<file path="src/sv/binary_projection_profile_macros.svh">
// ----------------------------------------------------------------------------
// Assertion macros for the projection profile block
// Clock is clk, synchronous reset is rst in every user of these macros.
// ----------------------------------------------------------------------------
`ifndef BINARY_PROJECTION_PROFILE_MACROS_SVH
`define BINARY_PROJECTION_PROFILE_MACROS_SVH

// Same-cycle implication.
`define BPP_ASSERT_NOW(label, ante, cons, msg) \
  label: assert property (@(posedge clk) disable iff (rst) (ante) |-> (cons)) \
    else $error(msg);

// Next-cycle implication.
`define BPP_ASSERT_NEXT(label, ante, cons, msg) \
  label: assert property (@(posedge clk) disable iff (rst) (ante) |=> (cons)) \
    else $error(msg);

`endif

</file>
<file path="src/sv/bpp_pkg.sv">
`timescale 1ns / 1ps
`default_nettype none
// ----------------------------------------------------------------------------
// bpp_pkg
// Shared types, constants and helpers of the projection profile block.
// ----------------------------------------------------------------------------
package bpp_pkg;

  localparam int CFG_W   = 11;   // frame size registers and tallies
  localparam int IDX_W   = 10;   // row / column positions
  localparam int PIX_W   = 8;
  localparam int MAX_ROWS = 1024;
  localparam int Q_DEPTH = 4;
  localparam int Q_PTR_W = 2;

  localparam logic [CFG_W-1:0] TALLY_MAX = '1;
  localparam logic [CFG_W-1:0] WIDTH_RESET  = 11'd640;
  localparam logic [CFG_W-1:0] HEIGHT_RESET = 11'd480;

  // register indexes (paddr[2])
  localparam logic REG_WIDTH  = 1'b0;
  localparam logic REG_HEIGHT = 1'b1;

  // result kinds
  localparam logic KIND_ROW = 1'b0;
  localparam logic KIND_COL = 1'b1;

  // one queue entry: the results caused by one pixel
  typedef struct packed {
    logic             has_col;   // pixel in last row
    logic             has_row;   // pixel in last column
    logic [IDX_W-1:0] col_index;
    logic [CFG_W-1:0] col_total;
    logic [IDX_W-1:0] row_index;
    logic [CFG_W-1:0] row_total;
  } entry_t;

  function automatic logic [CFG_W-1:0] sat_inc(input logic [CFG_W-1:0] tally,
                                               input logic inc);
    logic [CFG_W-1:0] res;
    res = tally;
    if (inc && (tally != TALLY_MAX)) begin
      res = tally + CFG_W'(1);
    end
    return res;
  endfunction

endpackage
`default_nettype wire

</file>
<file path="src/sv/bpp_back.sv">
`timescale 1ns / 1ps
`default_nettype none
// ----------------------------------------------------------------------------
// bpp_back
// Result sequencer: pops entries, emits column result before row result,
// output register toward the consumer.
// ----------------------------------------------------------------------------
module bpp_back (
  input  wire logic                      clk,
  input  wire logic                      rst,
  input  wire logic                      q_not_empty,
  input  wire bpp_pkg::entry_t           q_head,
  output logic                           q_pop,
  output logic                           result_valid,
  input  wire logic                      result_ready,
  output logic                           result_kind,
  output logic [bpp_pkg::IDX_W-1:0]      line_index,
  output logic [bpp_pkg::CFG_W-1:0]      set_pixel_total,
  output logic                           last_of_item,
  output logic                           frame_done
);

  logic                      pend;        // row result still owed
  logic [bpp_pkg::IDX_W-1:0] pend_index;
  logic [bpp_pkg::CFG_W-1:0] pend_total;
  logic                      pend_done;
  logic                      load_en;

  assign load_en = !result_valid || result_ready;
  assign q_pop   = load_en && !pend && q_not_empty;

  always_ff @(posedge clk) begin
    if (rst) begin
      result_valid <= 1'b0;
      pend         <= 1'b0;
    end else if (load_en) begin
      if (pend) begin
        result_valid <= 1'b1;
        pend         <= 1'b0;
      end else if (q_not_empty) begin
        result_valid <= 1'b1;
        pend         <= q_head.has_col && q_head.has_row;
      end else begin
        result_valid <= 1'b0;
      end
    end
  end

  always_ff @(posedge clk) begin
    if (load_en) begin
      if (pend) begin
        result_kind     <= bpp_pkg::KIND_ROW;
        line_index      <= pend_index;
        set_pixel_total <= pend_total;
        last_of_item    <= 1'b1;
        frame_done      <= pend_done;
      end else if (q_not_empty) begin
        pend_index <= q_head.row_index;
        pend_total <= q_head.row_total;
        pend_done  <= q_head.has_col;
        if (q_head.has_col) begin
          result_kind     <= bpp_pkg::KIND_COL;
          line_index      <= q_head.col_index;
          set_pixel_total <= q_head.col_total;
          last_of_item    <= !q_head.has_row;
          frame_done      <= 1'b0;
        end else begin
          result_kind     <= bpp_pkg::KIND_ROW;
          line_index      <= q_head.row_index;
          set_pixel_total <= q_head.row_total;
          last_of_item    <= 1'b1;
          frame_done      <= 1'b0;
        end
      end
    end
  end

endmodule
`default_nettype wire

</file>
<file path="config.mk">
export PLATFORM = sky130hd
export DESIGN_NAME = bpp_back
export DESIGN_NICKNAME = d
export VERILOG_FILES = /design/src/sv/binary_projection_profile_macros.svh /design/src/sv/bpp_pkg.sv /design/src/sv/bpp_back.sv
export SDC_FILE = /design/constraint.sdc
export NUM_CORES = 1
export LEC_CHECK = 0
export BUFFER_PORTS_ARGS = -buffer_cell sky130_fd_sc_hd__buf_4
export CAP_MARGIN = 20
export CORE_UTILIZATION = 44
export DETAILED_ROUTE_END_ITERATION = 10
export PLACE_DENSITY = 0.85
export SLEW_MARGIN = 40
export SYNTH_ARGS = -nofsm -noshare
export SYNTH_HDL_FRONTEND = slang
export SYNTH_SLANG_ARGS = --single-unit
</file>
<file path="constraint.sdc">
create_clock -name clk -period 2.75 [get_ports clk]
set_clock_uncertainty 0.05 [all_clocks]
set_input_delay 0.4125 -clock clk [delete_from_list [all_inputs] [get_ports clk]]
set_output_delay 0.4125 -clock clk [all_outputs]
set_load 0.02 [all_outputs]
</file>
==> summary.md <==
| Metric | Value |
|---|---|
| Crit Path Class | `reg2out` |
| Max-cap viol count | `0` |
| Routed vias | `around 1300` |
| Mapped Cells | `132` |
| Least-Margin Pin Slew | `around 0.41 ns` |
| Vias in the first global route | `approximately 1300` |
| Iteration-0 DRC Markers | `120` |
| Detail-routed via count per cell | `4.92` |
| Final Max Tran Viols | `0` |
| Maximum root-to-sink buffer count | `2` |
| Cell row count | `24` |
| Hold wc startpoint | `rst` |
| VDD IR max | `0.279 mV` |
| Final WL | `3780 microns` |
| Flop-to-flop setup slack | `1.37 ns` |
| Worst hold endpoint | `result_valid` |
| IO Port Bufs | `73` |
| CTS buffer count | `5` |
| Hold depth | `2` |
| First-pass GRT wire length | `6080 microns` |
| Worst r2r src | `result_valid` |
| Worst Path Max Fanout | `4` |
| Final period util | `0.608` |
| Clk_lat worst skew | `0.29 ns` |
| Clock slew at the register clock pins of the worst setup and hold paths | `~0.090 ns` |
| Lkg Pwr | `about 1.1 nW` |
| Number of setup buffers added after CTS | `0` |
| Worst Hold Class | `in2reg` |
| # IOs | `74` |
| Hold-fix buffers, CTS | `0` |
| Area growth, synth to finish | `32.6%` |
| Worst Path Required | `~2.3 ns` |
| Root Driver | `clkbuf_8` |
| Slew Limit Headroom | `0.724` |
| Final hold viol count | `0` |
| Minimum clock period | `1.67 ns` |
| Placed Cells | `252` |
| Register area share after synthesis | `0.717` |
| Status | `finished clean` |
| Distinct cells, synth | `18` |
| Layout cells sized above 1 | `0.404` |
| DPL Wire Length | `2570 microns` |
| Inserted Diodes | `0` |
| Htree depth | `2` |
| Starting Density | `0.455` |
| FF-to-FF path depth | `3` |
| Nets@finish | `255` |
| # setup viols final | `0` |
| Fin cells | `260` |
| Die X | `69.1 microns` |
| Avg Synthesized Cell Area | `15.0 sq um` |
| Power density cells | `574 nW/um^2` |
| GRT Total Usage | `0.166` |
| Drt first pass iters | `5` |
| Setup_tns | `0 ns` |
| Synth warnings | `0` |
| Die Y | `69.1 microns` |
| Startpoint types | `flop` |
| CTS tree | `done` |
| Synthesized net count | `180` |
| # resized after CTS | `0` |
| Placer's final routability congestion estimate | `0.769` |
| Antenna-violating nets left | `0` |
| R2R Path End | `pend_total[3]` |
| Overflow left after global routing | `0` |
| Synth Register Bits | `48` |
| Crit. End Element | `primary output` |
| Total die area | `about 4800 sq um` |
| Remaining DRCs | `0` |
| Core Region | `roughly 4400 sq um` |
| RSZ-0062 raised after global routing | `no` |
| Initial antenna violation count | `0` |
| WP data arrival | `between 1 and 1.5 ns` |
| Mapped cell area | `1980 sq um` |
| CTS sink count | `48` |
| Max Clock Freq | `~0.6 GHz` |
| Largest net degree at the start of global routing | `46` |
| Routed length per instance | `14.6 microns` |
[kinds of logic (layout without fill, tap and decap cells)]
logic type | after synthesis | in the layout | share of synthesized area
and+or+nand+nor | 32 | 32 | 0.0763
muxes | 21 | 21 | 0.106
DFF | 48 | 48 | 0.717
AOI/OAI and AO/OA | 23 | 23 | 0.0599
buffers and inverters | 8 | 84 | 0.0410
[cells in the final DEF (no fill, tap or decap), drive strengths merged, types with 2 or more instances in the layout]
cell type  instances
buf               76
nor2               2
o21ai             21
clkbuf             6
nor3b              2
dfxtp              2
nand2             22
mux2i             21
nor4bb             2
edfxtp            46
[worst max-delay path: stages (launching register included)]
cell     delay, ns
dfxtp_1       0.38
nor2b_1       0.29
nor3b_1       0.09
buf_4         0.16
[power breakdown]
group,leakage (nW),switching (mW),internal (mW),total (mW)
Combinational,0.567,0.116,0.110,0.226
Clock,0.0388,0.225,0.177,0.402
Sequential,0.462,0.0144,0.866,0.880
Total,1.07,0.356,1.15,1.51
[Yosys cell counts]
master	count	area (sq um)
a21oi_1	1	5.00
a31o_1	1	8.76
and2_1	1	6.26
and2b_1	1	7.51
buf_12	2	40.0
buf_2	3	15.0
buf_4	2	15.0
buf_6	1	11.3
dfxtp_1	2	40.0
edfxtp_1	46	1380
mux2i_1	21	210
nand2_1	22	82.6
nand2b_1	1	6.26
nor2_1	2	7.51
nor2b_1	1	6.26
nor3b_1	2	15.0
nor4bb_1	2	20.0
o21ai_1	21	105
[registers in the layout, indices dropped and copies added (netlist names)]
register,flops
last_of_item,1
result_kind,1
line_index,10
frame_done,1
set_pixel_total,11
pend_index,10
pend,1
result_valid,1
pend_total,11
pend_done,1
[stage by stage]
stage	cell area [sq um]	setup WS (ns)	hold WS [ns]	utilization	total power [mW]
floorplan	1980	0.0435	0.432	-	1.01
global placement	2540	1.30	0.459	0.584	1.12
detailed placement	2540	1.26	0.472	0.584	1.13
CTS	2630	1.06	0.230	0.604	1.52
global route	2630	0.960	0.230	0.604	1.57
finish	2630	1.08	0.237	0.604	1.51
[per-layer routing]
metal	global-route usage	wire length, microns	part of all wire	vias up
met5	0	0	0	-
met4	0.0930	103	0.027	0
met3	0.0278	110	0.029	8
met2	0.292	2050	0.54	34
met1	0.191	1520	0.40	598
li1	-	-	-	638
[how the worst max path moves through the flow]
stage                     slack, ns         start   endpoint
after floorplan                0.04  result_valid  pend_done
after CTS                      1.06  result_valid      q_pop
after global routing           0.96  result_valid      q_pop
after global placement         1.30  result_ready      q_pop
after detailed placement       1.26  result_ready      q_pop
final                          1.08  result_valid      q_pop
[area by class of cell]
cell class	count	area (sq um)
Fill cell	351	1730
Sequential cell	48	1420
Timing Repair Buffer	76	571
Multi-Input combinational cell	76	488
Clock buffer	6	72.6
Tap cell	52	65.1
Clock inverter	2	11.3
(Power assumes the default switching activity.)
