[src/sv/binary_projection_profile_macros.svh]
// ----------------------------------------------------------------------------
// Assertion macros for the projection profile block
// Clock is clk, synchronous reset is rst in every user of these macros.
// ----------------------------------------------------------------------------
`ifndef BINARY_PROJECTION_PROFILE_MACROS_SVH
`define BINARY_PROJECTION_PROFILE_MACROS_SVH

// Same-cycle implication.
`define BPP_ASSERT_NOW(label, ante, cons, msg) \
  label: assert property (@(posedge clk) disable iff (rst) (ante) |-> (cons)) \
    else $error(msg);

// Next-cycle implication.
`define BPP_ASSERT_NEXT(label, ante, cons, msg) \
  label: assert property (@(posedge clk) disable iff (rst) (ante) |=> (cons)) \
    else $error(msg);

`endif

[src/sv/bpp_pkg.sv]
`timescale 1ns / 1ps
`default_nettype none
// ----------------------------------------------------------------------------
// bpp_pkg
// Shared types, constants and helpers of the projection profile block.
// ----------------------------------------------------------------------------
package bpp_pkg;

  localparam int CFG_W   = 11;   // frame size registers and tallies
  localparam int IDX_W   = 10;   // row / column positions
  localparam int PIX_W   = 8;
  localparam int MAX_ROWS = 1024;
  localparam int Q_DEPTH = 4;
  localparam int Q_PTR_W = 2;

  localparam logic [CFG_W-1:0] TALLY_MAX = '1;
  localparam logic [CFG_W-1:0] WIDTH_RESET  = 11'd640;
  localparam logic [CFG_W-1:0] HEIGHT_RESET = 11'd480;

  // register indexes (paddr[2])
  localparam logic REG_WIDTH  = 1'b0;
  localparam logic REG_HEIGHT = 1'b1;

  // result kinds
  localparam logic KIND_ROW = 1'b0;
  localparam logic KIND_COL = 1'b1;

  // one queue entry: the results caused by one pixel
  typedef struct packed {
    logic             has_col;   // pixel in last row
    logic             has_row;   // pixel in last column
    logic [IDX_W-1:0] col_index;
    logic [CFG_W-1:0] col_total;
    logic [IDX_W-1:0] row_index;
    logic [CFG_W-1:0] row_total;
  } entry_t;

  function automatic logic [CFG_W-1:0] sat_inc(input logic [CFG_W-1:0] tally,
                                               input logic inc);
    logic [CFG_W-1:0] res;
    res = tally;
    if (inc && (tally != TALLY_MAX)) begin
      res = tally + CFG_W'(1);
    end
    return res;
  endfunction

endpackage
`default_nettype wire

[src/sv/bpp_queue.sv]
`timescale 1ns / 1ps
`default_nettype none
// ----------------------------------------------------------------------------
// bpp_queue
// Short FIFO of pending result entries between intake and output.
// ----------------------------------------------------------------------------
module bpp_queue (
  input  wire logic            clk,
  input  wire logic            rst,
  input  wire logic            push,
  input  wire bpp_pkg::entry_t push_entry,
  output logic                 full,
  input  wire logic            pop,
  output logic                 not_empty,
  output bpp_pkg::entry_t      head
);

  bpp_pkg::entry_t             slots [bpp_pkg::Q_DEPTH];
  logic [bpp_pkg::Q_PTR_W-1:0] wr_ptr;
  logic [bpp_pkg::Q_PTR_W-1:0] rd_ptr;
  logic [bpp_pkg::Q_PTR_W:0]   count;

  assign full      = (count == (bpp_pkg::Q_PTR_W + 1)'(bpp_pkg::Q_DEPTH));
  assign not_empty = (count != '0);
  assign head      = slots[rd_ptr];

  always_ff @(posedge clk) begin
    if (rst) begin
      wr_ptr <= '0;
      rd_ptr <= '0;
      count  <= '0;
    end else begin
      if (push) begin
        wr_ptr <= wr_ptr + bpp_pkg::Q_PTR_W'(1);
      end
      if (pop) begin
        rd_ptr <= rd_ptr + bpp_pkg::Q_PTR_W'(1);
      end
      if (push && !pop) begin
        count <= count + (bpp_pkg::Q_PTR_W + 1)'(1);
      end else if (pop && !push) begin
        count <= count - (bpp_pkg::Q_PTR_W + 1)'(1);
      end
    end
  end

  always_ff @(posedge clk) begin
    if (push) begin
      slots[wr_ptr] <= push_entry;
    end
  end

endmodule
`default_nettype wire

[config.mk]
export PLATFORM = sky130hd
export DESIGN_NAME = bpp_queue
export DESIGN_NICKNAME = d
export VERILOG_FILES = /design/src/sv/binary_projection_profile_macros.svh /design/src/sv/bpp_pkg.sv /design/src/sv/bpp_queue.sv
export SDC_FILE = /design/constraint.sdc
export NUM_CORES = 1
export LEC_CHECK = 0
export BUFFER_PORTS_ARGS = -buffer_cell sky130_fd_sc_hd__clkbuf_2
export CORE_ASPECT_RATIO = 1.25
export CORE_UTILIZATION = 57
export DETAILED_ROUTE_END_ITERATION = 6
export PLACE_DENSITY = 0.79
export SKIP_LAST_GASP = 1
export SLEW_MARGIN = 20
export SYNTH_ARGS = -nofsm -noshare
export SYNTH_HDL_FRONTEND = slang
export SYNTH_SLANG_ARGS = --single-unit
[constraint.sdc]
create_clock -name clk -period 2.6 [get_ports clk]
set_input_delay 0.39 -clock clk [delete_from_list [all_inputs] [get_ports clk]]
set_output_delay 0.39 -clock clk [all_outputs]
set_load 0.02 [all_outputs]
==> results.toml, run 1 <==
[status]
outcome = "finished, final reports clean"

[cts]
clk_root_buffer_cell = "clkbuf_16"
postCtsSetupBuffers = 0
clock_sinks = 185
holdBufCountCts = 0
cts_repair_resize_count = 0
clock_path_buffers = 2
worstSkewPairLatency_ns = 0.40
path_clk_slew_ns = 0.06
cts_inserted_buffers = 17
cts-htree-levels = 4
tritoncts_clock_tree = "built"

[sta]
drv_slew = 0
finalWorstPathRequiredPeriod_ns = 2.30
report.final.setup_viol = 0
slew_headroom = 0.585
tightestPinTransition_ns = 0.622
finalClockSkew_ns = 0.00677
setup-tns-final_ns = 0
maxClockFrequency_ghz = 0.435
rsz0062_at_grt = "no"
report.final.hold_viol_count = 0
layout_worst_path_cycle_share = 0.885

[logic_synthesis]
synth_largest_area_cell = "edfxtp_1"
register_area_share_after_synthesis = 0.799
leading_post_synthesis_cells_by_cell_area = "edfxtp_1 (77%), mux4_2 (13%), dfxtp_1 (2.6%), mux4_1 (1.5%), buf_12 (1.2%)"
ys_warn_count = 0
postSynthCellCount = 274
yosys.cell_types.count = 22
yosysTopAreaCellShare = 0.773
netlist_area_mm2 = 0.00684
postSynthAreaPerCell_um2 = 25.0
synth.ff_latch_count = 185
synth_nets = 328

[drt]
wl_per_cell_um = 20.6
vias = 3085
ant_nets = 0
detailed_route_wire_length_um = 11500
detailedRoute.firstPassIterationCount = 4
drt-vias-per-instance = 5.52
drt-initial-drc-count = 130
drt_drc_violations_left = 0

[power_and_ir_drop]
p_per_area_mw_per_mm2 = 826
worst_vdd_rail_ir_drop_mv = 0.645
leakagePower_nw = 2.81

[die]
die_height_um = 124
fp.coreArea_mm2 = 0.0117
start_util = 0.586
die_area_mm2 = 0.0124
die_width_um = 100
rows = 44
boundaryPins = 94

[finish]
diodes = 0
final_area_mm2 = 0.00812
syn2layout_area_growth_pct = 18.8
most-common-layout-cells = "edfxtp_1 (176), clkbuf_2 (93), mux4_2 (40), clkbuf_16 (17)"
layout-drive-gt1-share = 0.445
layout.cells.most_common = "edfxtp_1"
final_nets = 440

[worst_hold_path]
worstHoldPathCells = 1
worstHoldStart = "push_entry[25]"
holdCritPathClass = "input port to flop"
min_delay_worst_endpoint = "slots[2][25]$_DFFE_PP_"

[critical_path]
reg2reg_depth = 4
worst-r2r-setup-slack_ns = 0.92
path_max_fanout = 10
critPathRequiredTime_ns = 2.21
startpoint_type = "flop"
worstReg2RegStart = "wr_ptr[0]$_SDFFE_PP0P_"
setup.worst_path.class = "flop to output port"
worstPathArrival_ns = 1.91
critPathCaptureType = "output port"
rr_endpoint = "slots[0][35]$_DFFE_PP_"

[place]
place_hpwl_um = 6630
gp_congestion = 0.678
placement.io_buffers = 93
dpl_cell_area_mm2 = 0.00754

[global_route]
via_count_of_the_first_global_routing_pass = 3318
grt_first_pass_wirelength_um = 17900
globalRouteOverflowTotal = 0
largest_net_degree_at_the_start_of_global_routing = 45
groute.usage.overall = 0.204
antenna_found_initial = 1

[job]
maxCapViolations = 0
synth_stat cells:
master    count
mux2i_1       2
and2_1        4
dfxtp_1       9
o21ai_0       1
inv_1         4
a21oi_1       1
mux4_1        4
ha_1          5
nand2_1       1
nor2_1        7
clkbuf_2      1
xor2_1        3
mux4_2       40
buf_2         4
clkbuf_1      1
nor3b_1       1
xnor2_1       2
buf_12        4
edfxtp_1    176
or3_1         2
fa_1          1
buf_6         1
cell families (layout without fill, tap and decap cells):
kind of cell               Yosys count  in the layout  synth area share
xor gates and xnor gates             5              5           0.00641
muxes                               46             46             0.150
DFF                                185            185             0.799
buffers and inverters               15            139            0.0198
and+or+nand+nor                     15             15            0.0110
adders and majority gates            6              6            0.0121
AOI/OAI and AO/OA                    2              2           0.00146
worst max-delay path: stages (launching register included):
cell      delay [ns]
dfxtp_4         0.47
buf_4           0.28
mux4_1          0.58
clkbuf_2        0.17
registers in the layout (all words and copies together), names as in the netlist, named ones only:
| register | cells |
|---|---|
| slots | 176 |
| rd_ptr | 2 |
| count | 3 |
| wr_ptr | 2 |
power breakdown:
part	total [mW]	leakage, nW	switching (mW)	internal [mW]
sequential	3.47	1.69	0.0529	3.42
clock	2.51	0.275	1.01	1.50
combinational	0.728	0.843	0.419	0.310
total	6.71	2.81	1.48	5.23
metal layers:
metal | track usage | share of wire | up-vias
met5 | 0 | 0.00095 | -
met4 | 0.0796 | 0.017 | 2
met3 | 0.0612 | 0.052 | 15
met2 | 0.336 | 0.53 | 102
met1 | 0.254 | 0.40 | 1591
li1 | - | - | 1375
through the flow:
stage	hold slack, ns	cells	setup WS [ns]	util	power [mW]
3_3_place_gp	0.474	528	0.695	0.646	4.25
4_1_cts	0.178	559	0.237	0.696	6.76
2_1_floorplan	0.461	274	0.594	-	4.02
6_report	0.196	559	0.299	0.696	6.71
3_5_place_dp	0.509	528	0.670	0.646	4.27
5_1_grt	0.181	559	0.180	0.696	6.92
how the worst max path moves through the flow:
stage,start,to,cells past startpoint
2_1_floorplan,wr_ptr[0]$_SDFFE_PP0P_,slots[2][0]$_DFFE_PP_,3
3_3_place_gp,flop,head[43],3
3_5_place_dp,push,count[2]$_SDFFE_PP0P_,7
4_1_cts,flop,head[43],3
5_1_grt,flop,head[43],3
6_report,flop,head[43],3
final cells by class:
cell class	count	area [um^2]
inverter	4	15.0
sequential	185	5470
clock inverter	13	151
timing repair buffer	104	611
multi-input combinational	74	1240
tap	161	201
clock buffer	18	429
fill	759	3550
No activity file was read; power rests on OpenSTA's default activity.
==> inputs of run 2 (changes only) <==
--- a/config.mk
+++ b/config.mk
@@ -5,11 +5,11 @@
 export SDC_FILE = /design/constraint.sdc
 export NUM_CORES = 1
 export LEC_CHECK = 0
-export BUFFER_PORTS_ARGS = -buffer_cell sky130_fd_sc_hd__clkbuf_2
 export CORE_ASPECT_RATIO = 1.25
-export CORE_UTILIZATION = 57
+export CORE_UTILIZATION = 62
 export DETAILED_ROUTE_END_ITERATION = 6
-export PLACE_DENSITY = 0.79
+export DONT_BUFFER_PORTS = 1
+export PLACE_DENSITY = 0.78
 export SKIP_LAST_GASP = 1
 export SLEW_MARGIN = 20
 export SYNTH_ARGS = -nofsm -noshare
==> run 2 against run 1 <==
Compared with the run above: sequential power about the same; clock power up 6%; worst setup slack better by 0.0063 ns; critical path depth down 1; fmax up 0.27%; routed wire length down 9.1%; hold slack worse by 0.16 ns; critical endpoint is now head[13]; largest cell class unchanged; largest power group unchanged.
==> results.toml, run 2 (synthesized netlist as in run 1, its figures left out) <==
[status]
outcome = "finished, final reports clean"

[critical_path]
path_cells = "buf_4 > mux4_2"
critPathRequiredTime_ns = 2.21
worstPathArrival_ns = 1.90
reg2reg_depth = 3
worst-r2r-setup-slack_ns = 0.86
path_max_fanout = 18
worstReg2RegStart = "wr_ptr[0]$_SDFFE_PP0P_"
setup.worst_path.class = "flop to output port"
cp_slowest_stage_delay_ns = 0.61
startpoint_type = "flop"
critPathCaptureType = "output port"
cpMaxStageDelayCell = "mux4_2"
rr_endpoint = "slots[3][33]$_DFFE_PP_"

[cts]
cts-htree-levels = 4
holdBufCountCts = 0
cts_repair_resize_count = 0
clk_root_buffer_cell = "clkbuf_16"
path_clk_slew_ns = 0.06
clock_path_buffers = 2
tritoncts_clock_tree = "built"
clock_sinks = 185
worstSkewPairLatency_ns = 0.41
postCtsSetupBuffers = 0
cts_inserted_buffers = 17

[power_and_ir_drop]
clock_power_share = 0.396
share_comb_of_total_power = 0.082
leakagePower_nw = 2.44
p_seq_frac = 0.522
total_power_mw = 6.69
internal_power_mw = 5.25
worst_vdd_rail_ir_drop_mv = 0.488
switching_share = 0.215
power_dissipated_by_switching_net_loads_mw = 1.44
p_per_area_mw_per_mm2 = 875

[drt]
wl_per_cell_um = 24.0
detailedRoute.firstPassIterationCount = 4
detailed_route_wire_length_um = 10500
drt-initial-drc-count = 185
vias = 2704
drt_drc_violations_left = 0
ant_nets = 0
drt-vias-per-instance = 6.20

[sta]
maxClockFrequency_ghz = 0.436
drv_slew = 0
setup-tns-final_ns = 0
hold_ws_ns = 0.0384
finalClockSkew_ns = 0.00684
finalWorstPathRequiredPeriod_ns = 2.29
report.final.hold_viol_count = 0
report.final.setup_viol = 0
slew_headroom = 0.566
layout_worst_path_cycle_share = 0.883
tightestPinTransition_ns = 0.649
rsz0062_at_grt = "no"

[die]
boundaryPins = 94
start_util = 0.641
die_height_um = 119
die_area_mm2 = 0.0115
rows = 42
die_width_um = 95.9
fp.coreArea_mm2 = 0.0107

[job]
maxCapViolations = 0

[finish]
largest_register_ff_count = 176
layout.cells.most_common = "edfxtp_1"
layout-drive-gt1-share = 0.280
layoutNonFillerInstCount = 436
final_area_mm2 = 0.00765
syn2layout_area_growth_pct = 11.8
diodes = 0
largest_registers_in_the_final_layout = "slots x176, count x3"
most-common-layout-cells = "edfxtp_1 (176), mux4_2 (40), clkbuf_16 (17), nor2_1 (7), dfxtp_1 (7)"
final_nets = 345
top_register = "slots"

[worst_hold_path]
worstHoldPathCells = 1
min_delay_worst_endpoint = "wr_ptr[0]$_SDFFE_PP0P_"
holdCritPathClass = "input port to flop"
worstHoldStart = "rst"

[place]
placement.io_buffers = 0
post-place-cells = 404
gp_congestion = 0.700
dpl_cell_area_mm2 = 0.00702
place_hpwl_um = 6250

[global_route]
globalRouteOverflowTotal = 0
grt_first_pass_wirelength_um = 15600
largest_net_degree_at_the_start_of_global_routing = 38
via_count_of_the_first_global_routing_pass = 2860
groute.usage.overall = 0.202
antenna_found_initial = 0
[run 2: changes by cell type in the layout (fill, tap and decap cells not counted)]
cell | previous run | this run
clkinv_4 | 0 | 3
clkinvlp_4 | 3 | 1
bufinv_16 | 3 | 4
buf_4 | 6 | 4
inv_6 | 2 | 3
clkinv_1 | 3 | 2
clkbuf_1 | 1 | 0
clkbuf_2 | 93 | 0
[run 2: stage by stage]
step           worst slack [ns]   util
6_report                  0.305  0.717
5_1_grt                   0.175  0.717
4_1_cts                   0.244  0.717
3_5_place_dp              0.704  0.658
3_3_place_gp              0.710  0.658
2_1_floorplan             0.594      -
[run 2: area by class of cell]
| cell class | count | area, um^2 |
|---|---|---|
| fill | 611 | 3020 |
| multi-input combinational | 74 | 1240 |
| tap | 132 | 165 |
| sequential | 185 | 5470 |
| timing repair buffer | 9 | 130 |
| clock inverter | 15 | 198 |
| inverter | 4 | 15.0 |
| clock buffer | 17 | 425 |
[run 2: worst max-delay path by stage]
stage                                 startpoint                     to  slack (ns)  cells after the start
after CTS                                   flop               head[13]        0.24                      2
after global routing                        flop               head[19]        0.17                      2
final                                       flop               head[13]        0.31                      2
after global placement                      flop               head[17]        0.71                      2
after detailed placement                    flop               head[13]        0.70                      2
after floorplan           wr_ptr[0]$_SDFFE_PP0P_  slots[2][0]$_DFFE_PP_        0.59                      3
[run 2: power groups by stage]
stage,combinational (mW),sequential [mW],clock (mW)
after floorplan,0.502,3.51,0
after global placement,0.551,3.54,0
after detailed placement,0.558,3.55,0
after CTS,0.560,3.49,2.69
after global routing,0.584,3.51,2.81
final,0.548,3.49,2.65
[run 2: critical path, delay by kind of cell, from the launching register on]
| kind | cells | cell delay [ns] |
|---|---|---|
| buf+inv | 1 | 0.30 |
| flops | 1 | 0.58 |
| mux | 1 | 0.61 |
[run 2: metal layers]
metal,vias to the layer above,track usage,part of all wire
met2,91,0.325,0.52
met5,-,0,0
li1,1183,-,-
met3,19,0.100,0.082
met1,1411,0.227,0.38
met4,0,0.0821,0.022
==> inputs of run 3 (changes only) <==
--- a/config.mk
+++ b/config.mk
@@ -6,10 +6,9 @@
 export NUM_CORES = 1
 export LEC_CHECK = 0
 export CORE_ASPECT_RATIO = 1.25
-export CORE_UTILIZATION = 62
+export CORE_UTILIZATION = 34
 export DETAILED_ROUTE_END_ITERATION = 6
 export DONT_BUFFER_PORTS = 1
-export PLACE_DENSITY = 0.78
 export SKIP_LAST_GASP = 1
 export SLEW_MARGIN = 20
 export SYNTH_ARGS = -nofsm -noshare
==> constraint.sdc (replaced) <==
create_clock -name clk -period 2.6 [get_ports clk]
set_input_delay 0.39 -clock clk [delete_from_list [all_inputs] [get_ports clk]]
set_output_delay 0.39 -clock clk [all_outputs]
set_load 0.1 [all_outputs]
==> run 3 against run 2 <==
Compared with the run above: register-to-register slack better by 0.23 ns; hold slack lost 0.0068 ns; final cell count is 31% higher; fmax down 7.2%; combinational power increased by 140%; count of clock-buffer cells in the layout rose by 5; critical path depth rose by 1; die area rose by 81%; sequential power about the same; critical path type unchanged; highest routed layer unchanged.
==> results.toml, run 3 (synthesized netlist as in run 1, its figures left out) <==
[drt]
wl_per_cell_um = 20.0
drt-initial-drc-count = 178
drt_drc_violations_left = 0
wl_met1_um = 4290
detailed_route_wire_length_um = 11500
routed-wl-met2_um = 6160
drt-vias-per-instance = 4.71
met3_wire_length_um = 841
vias = 2696
highest-signal-layer = "met4"
detailedRoute.firstPassIterationCount = 4
ant_nets = 0

[place]
place_hpwl_um = 6630
placement.io_buffers = 0
pre_cts_slack_ns = 0.527
gp_congestion = 0.658

[global_route]
antenna_found_initial = 0
groute.usage.overall = 0.121
via_count_of_the_first_global_routing_pass = 3072
largest_net_degree_at_the_start_of_global_routing = 45
globalRouteOverflowTotal = 0
grt_first_pass_wirelength_um = 17800

[critical_path]
critPathCaptureType = "output port"
setup.worst_path.class = "flop to output port"
path_delay_family = "multiplexers"
worstReg2RegStart = "count[0]$_SDFFE_PP0P_"
worstPathArrival_ns = 2.08
path_max_fanout = 17
reg2reg_depth = 4
path_cells = "buf_12 > mux4_1 > buf_4"
rr_endpoint = "count[2]$_SDFFE_PP0P_"
crit_buf_inv = 2
critPathRequiredTime_ns = 2.21
cpMaxStageDelayCell = "mux4_1"
cp_slowest_stage_delay_ns = 0.58
startpoint_type = "flop"
worst-r2r-setup-slack_ns = 1.09

[power_and_ir_drop]
internal_power_mw = 4.94
switching_share = 0.303
total_power_mw = 7.09
power_dissipated_by_switching_net_loads_mw = 2.15
p_seq_frac = 0.491
worst_vdd_rail_ir_drop_mv = 0.404
share_comb_of_total_power = 0.182
leakagePower_nw = 2.42
p_per_area_mw_per_mm2 = 910
clock_power_share = 0.327

[finish]
layout.cells.most_common = "edfxtp_1"
area_used_by_sequential_logic_in_the_layout_mm2 = 0.00547
filler_cells_inserted = 1738
multi_input_gate_area_mm2 = 0.00125
top_register = "slots"
final_nets = 349
most-common-layout-cells = "edfxtp_1 (176), mux4_2 (40), clkbuf_16 (17)"
layout.core_utilization = 0.399
largest_register_ff_count = 176
diodes = 0
syn2layout_area_growth_pct = 13.9
largest_registers_in_the_final_layout = "slots x176, count x3"
layout-drive-gt1-share = 0.289

[sta]
rsz0062_at_grt = "no"
layout_worst_path_cycle_share = 0.951
tightestPinTransition_ns = 0.541
finalClockSkew_ns = 0.00563
finalWorstPathRequiredPeriod_ns = 2.47
maxClockFrequency_ghz = 0.404
setup_slack_ns = 0.127
setup-tns-final_ns = 0
slew_headroom = 0.640
hold_ws_ns = 0.0317
report.final.setup_viol = 0
drv_slew = 0
report.final.hold_viol_count = 0

[cts]
path_clk_slew_ns = 0.07
cts_repair_resize_count = 0
worstSkewPairLatency_ns = 0.42
cts-htree-levels = 4
cts_inserted_buffers = 17
clock_sinks = 185
clk_root_buffer_cell = "clkbuf_16"
holdBufCountCts = 0
postCtsSetupBuffers = 0
tritoncts_clock_tree = "built"
clock_path_buffers = 2

[status]
outcome = "finished, final reports clean"

[die]
boundaryPins = 94
die_area_mm2 = 0.0207
die_width_um = 129
rows = 57
start_util = 0.350
fp.coreArea_mm2 = 0.0195
die_height_um = 161

[worst_hold_path]
holdCritPathClass = "input port to flop"
worstHoldStart = "rst"
min_delay_worst_endpoint = "count[2]$_SDFFE_PP0P_"
worstHoldPathCells = 1

[job]
maxCapViolations = 0
## run 3: changes by cell type in the layout (fill, tap and decap cells not counted), moves of 2 or more
cell        previous run  this run
buf_4                  4         6
clkbuf_8               0         2
clkbuf_1               0         3
clkinv_4               3         1
clkinvlp_4             1         4
bufinv_16              4         0
clkinv_1               2         0
buf_12                 5         7
## run 3: power by group through the flow
stage	Sequential [mW]	Combinational, mW	Clock, mW
2_1_floorplan	3.51	1.20	0
3_3_place_gp	3.54	1.30	0
3_5_place_dp	3.55	1.31	0
4_1_cts	3.49	1.31	2.40
5_1_grt	3.50	1.33	2.51
6_report	3.48	1.29	2.32
## run 3: metal layers
metal	global-route usage	vias up
li1	-	1187
met1	0.130	1424
met2	0.207	71
met3	0.0513	14
met4	0.0481	0
met5	0	-
## run 3: worst max path at each step
stage                            from                     to  slack, ns  cells after the start
3_3_place_gp                     flop               head[40]       0.54                      3
2_1_floorplan  wr_ptr[0]$_SDFFE_PP0P_  slots[2][0]$_DFFE_PP_       0.59                      3
4_1_cts                          flop               head[40]       0.06                      3
6_report                         flop               head[40]       0.13                      3
3_5_place_dp                     flop               head[40]       0.53                      3
5_1_grt                          flop               head[40]      0.005                      3
## run 3: per-stage QoR
stage / instance area [um^2] / std cells
after floorplan: 6840 / 274
after global placement: 7260 / 541
after detailed placement: 7260 / 541
after CTS: 7790 / 573
after global routing: 7790 / 573
final: 7790 / 573
## run 3: layout make-up
cell class	instances	share of cell area
clock buffer	22	0.0596
clock inverter	10	0.00915
inverter	4	0.00193
multi-input combinational	74	0.161
sequential	185	0.702
tap	265	0.0426
timing repair buffer	13	0.0238
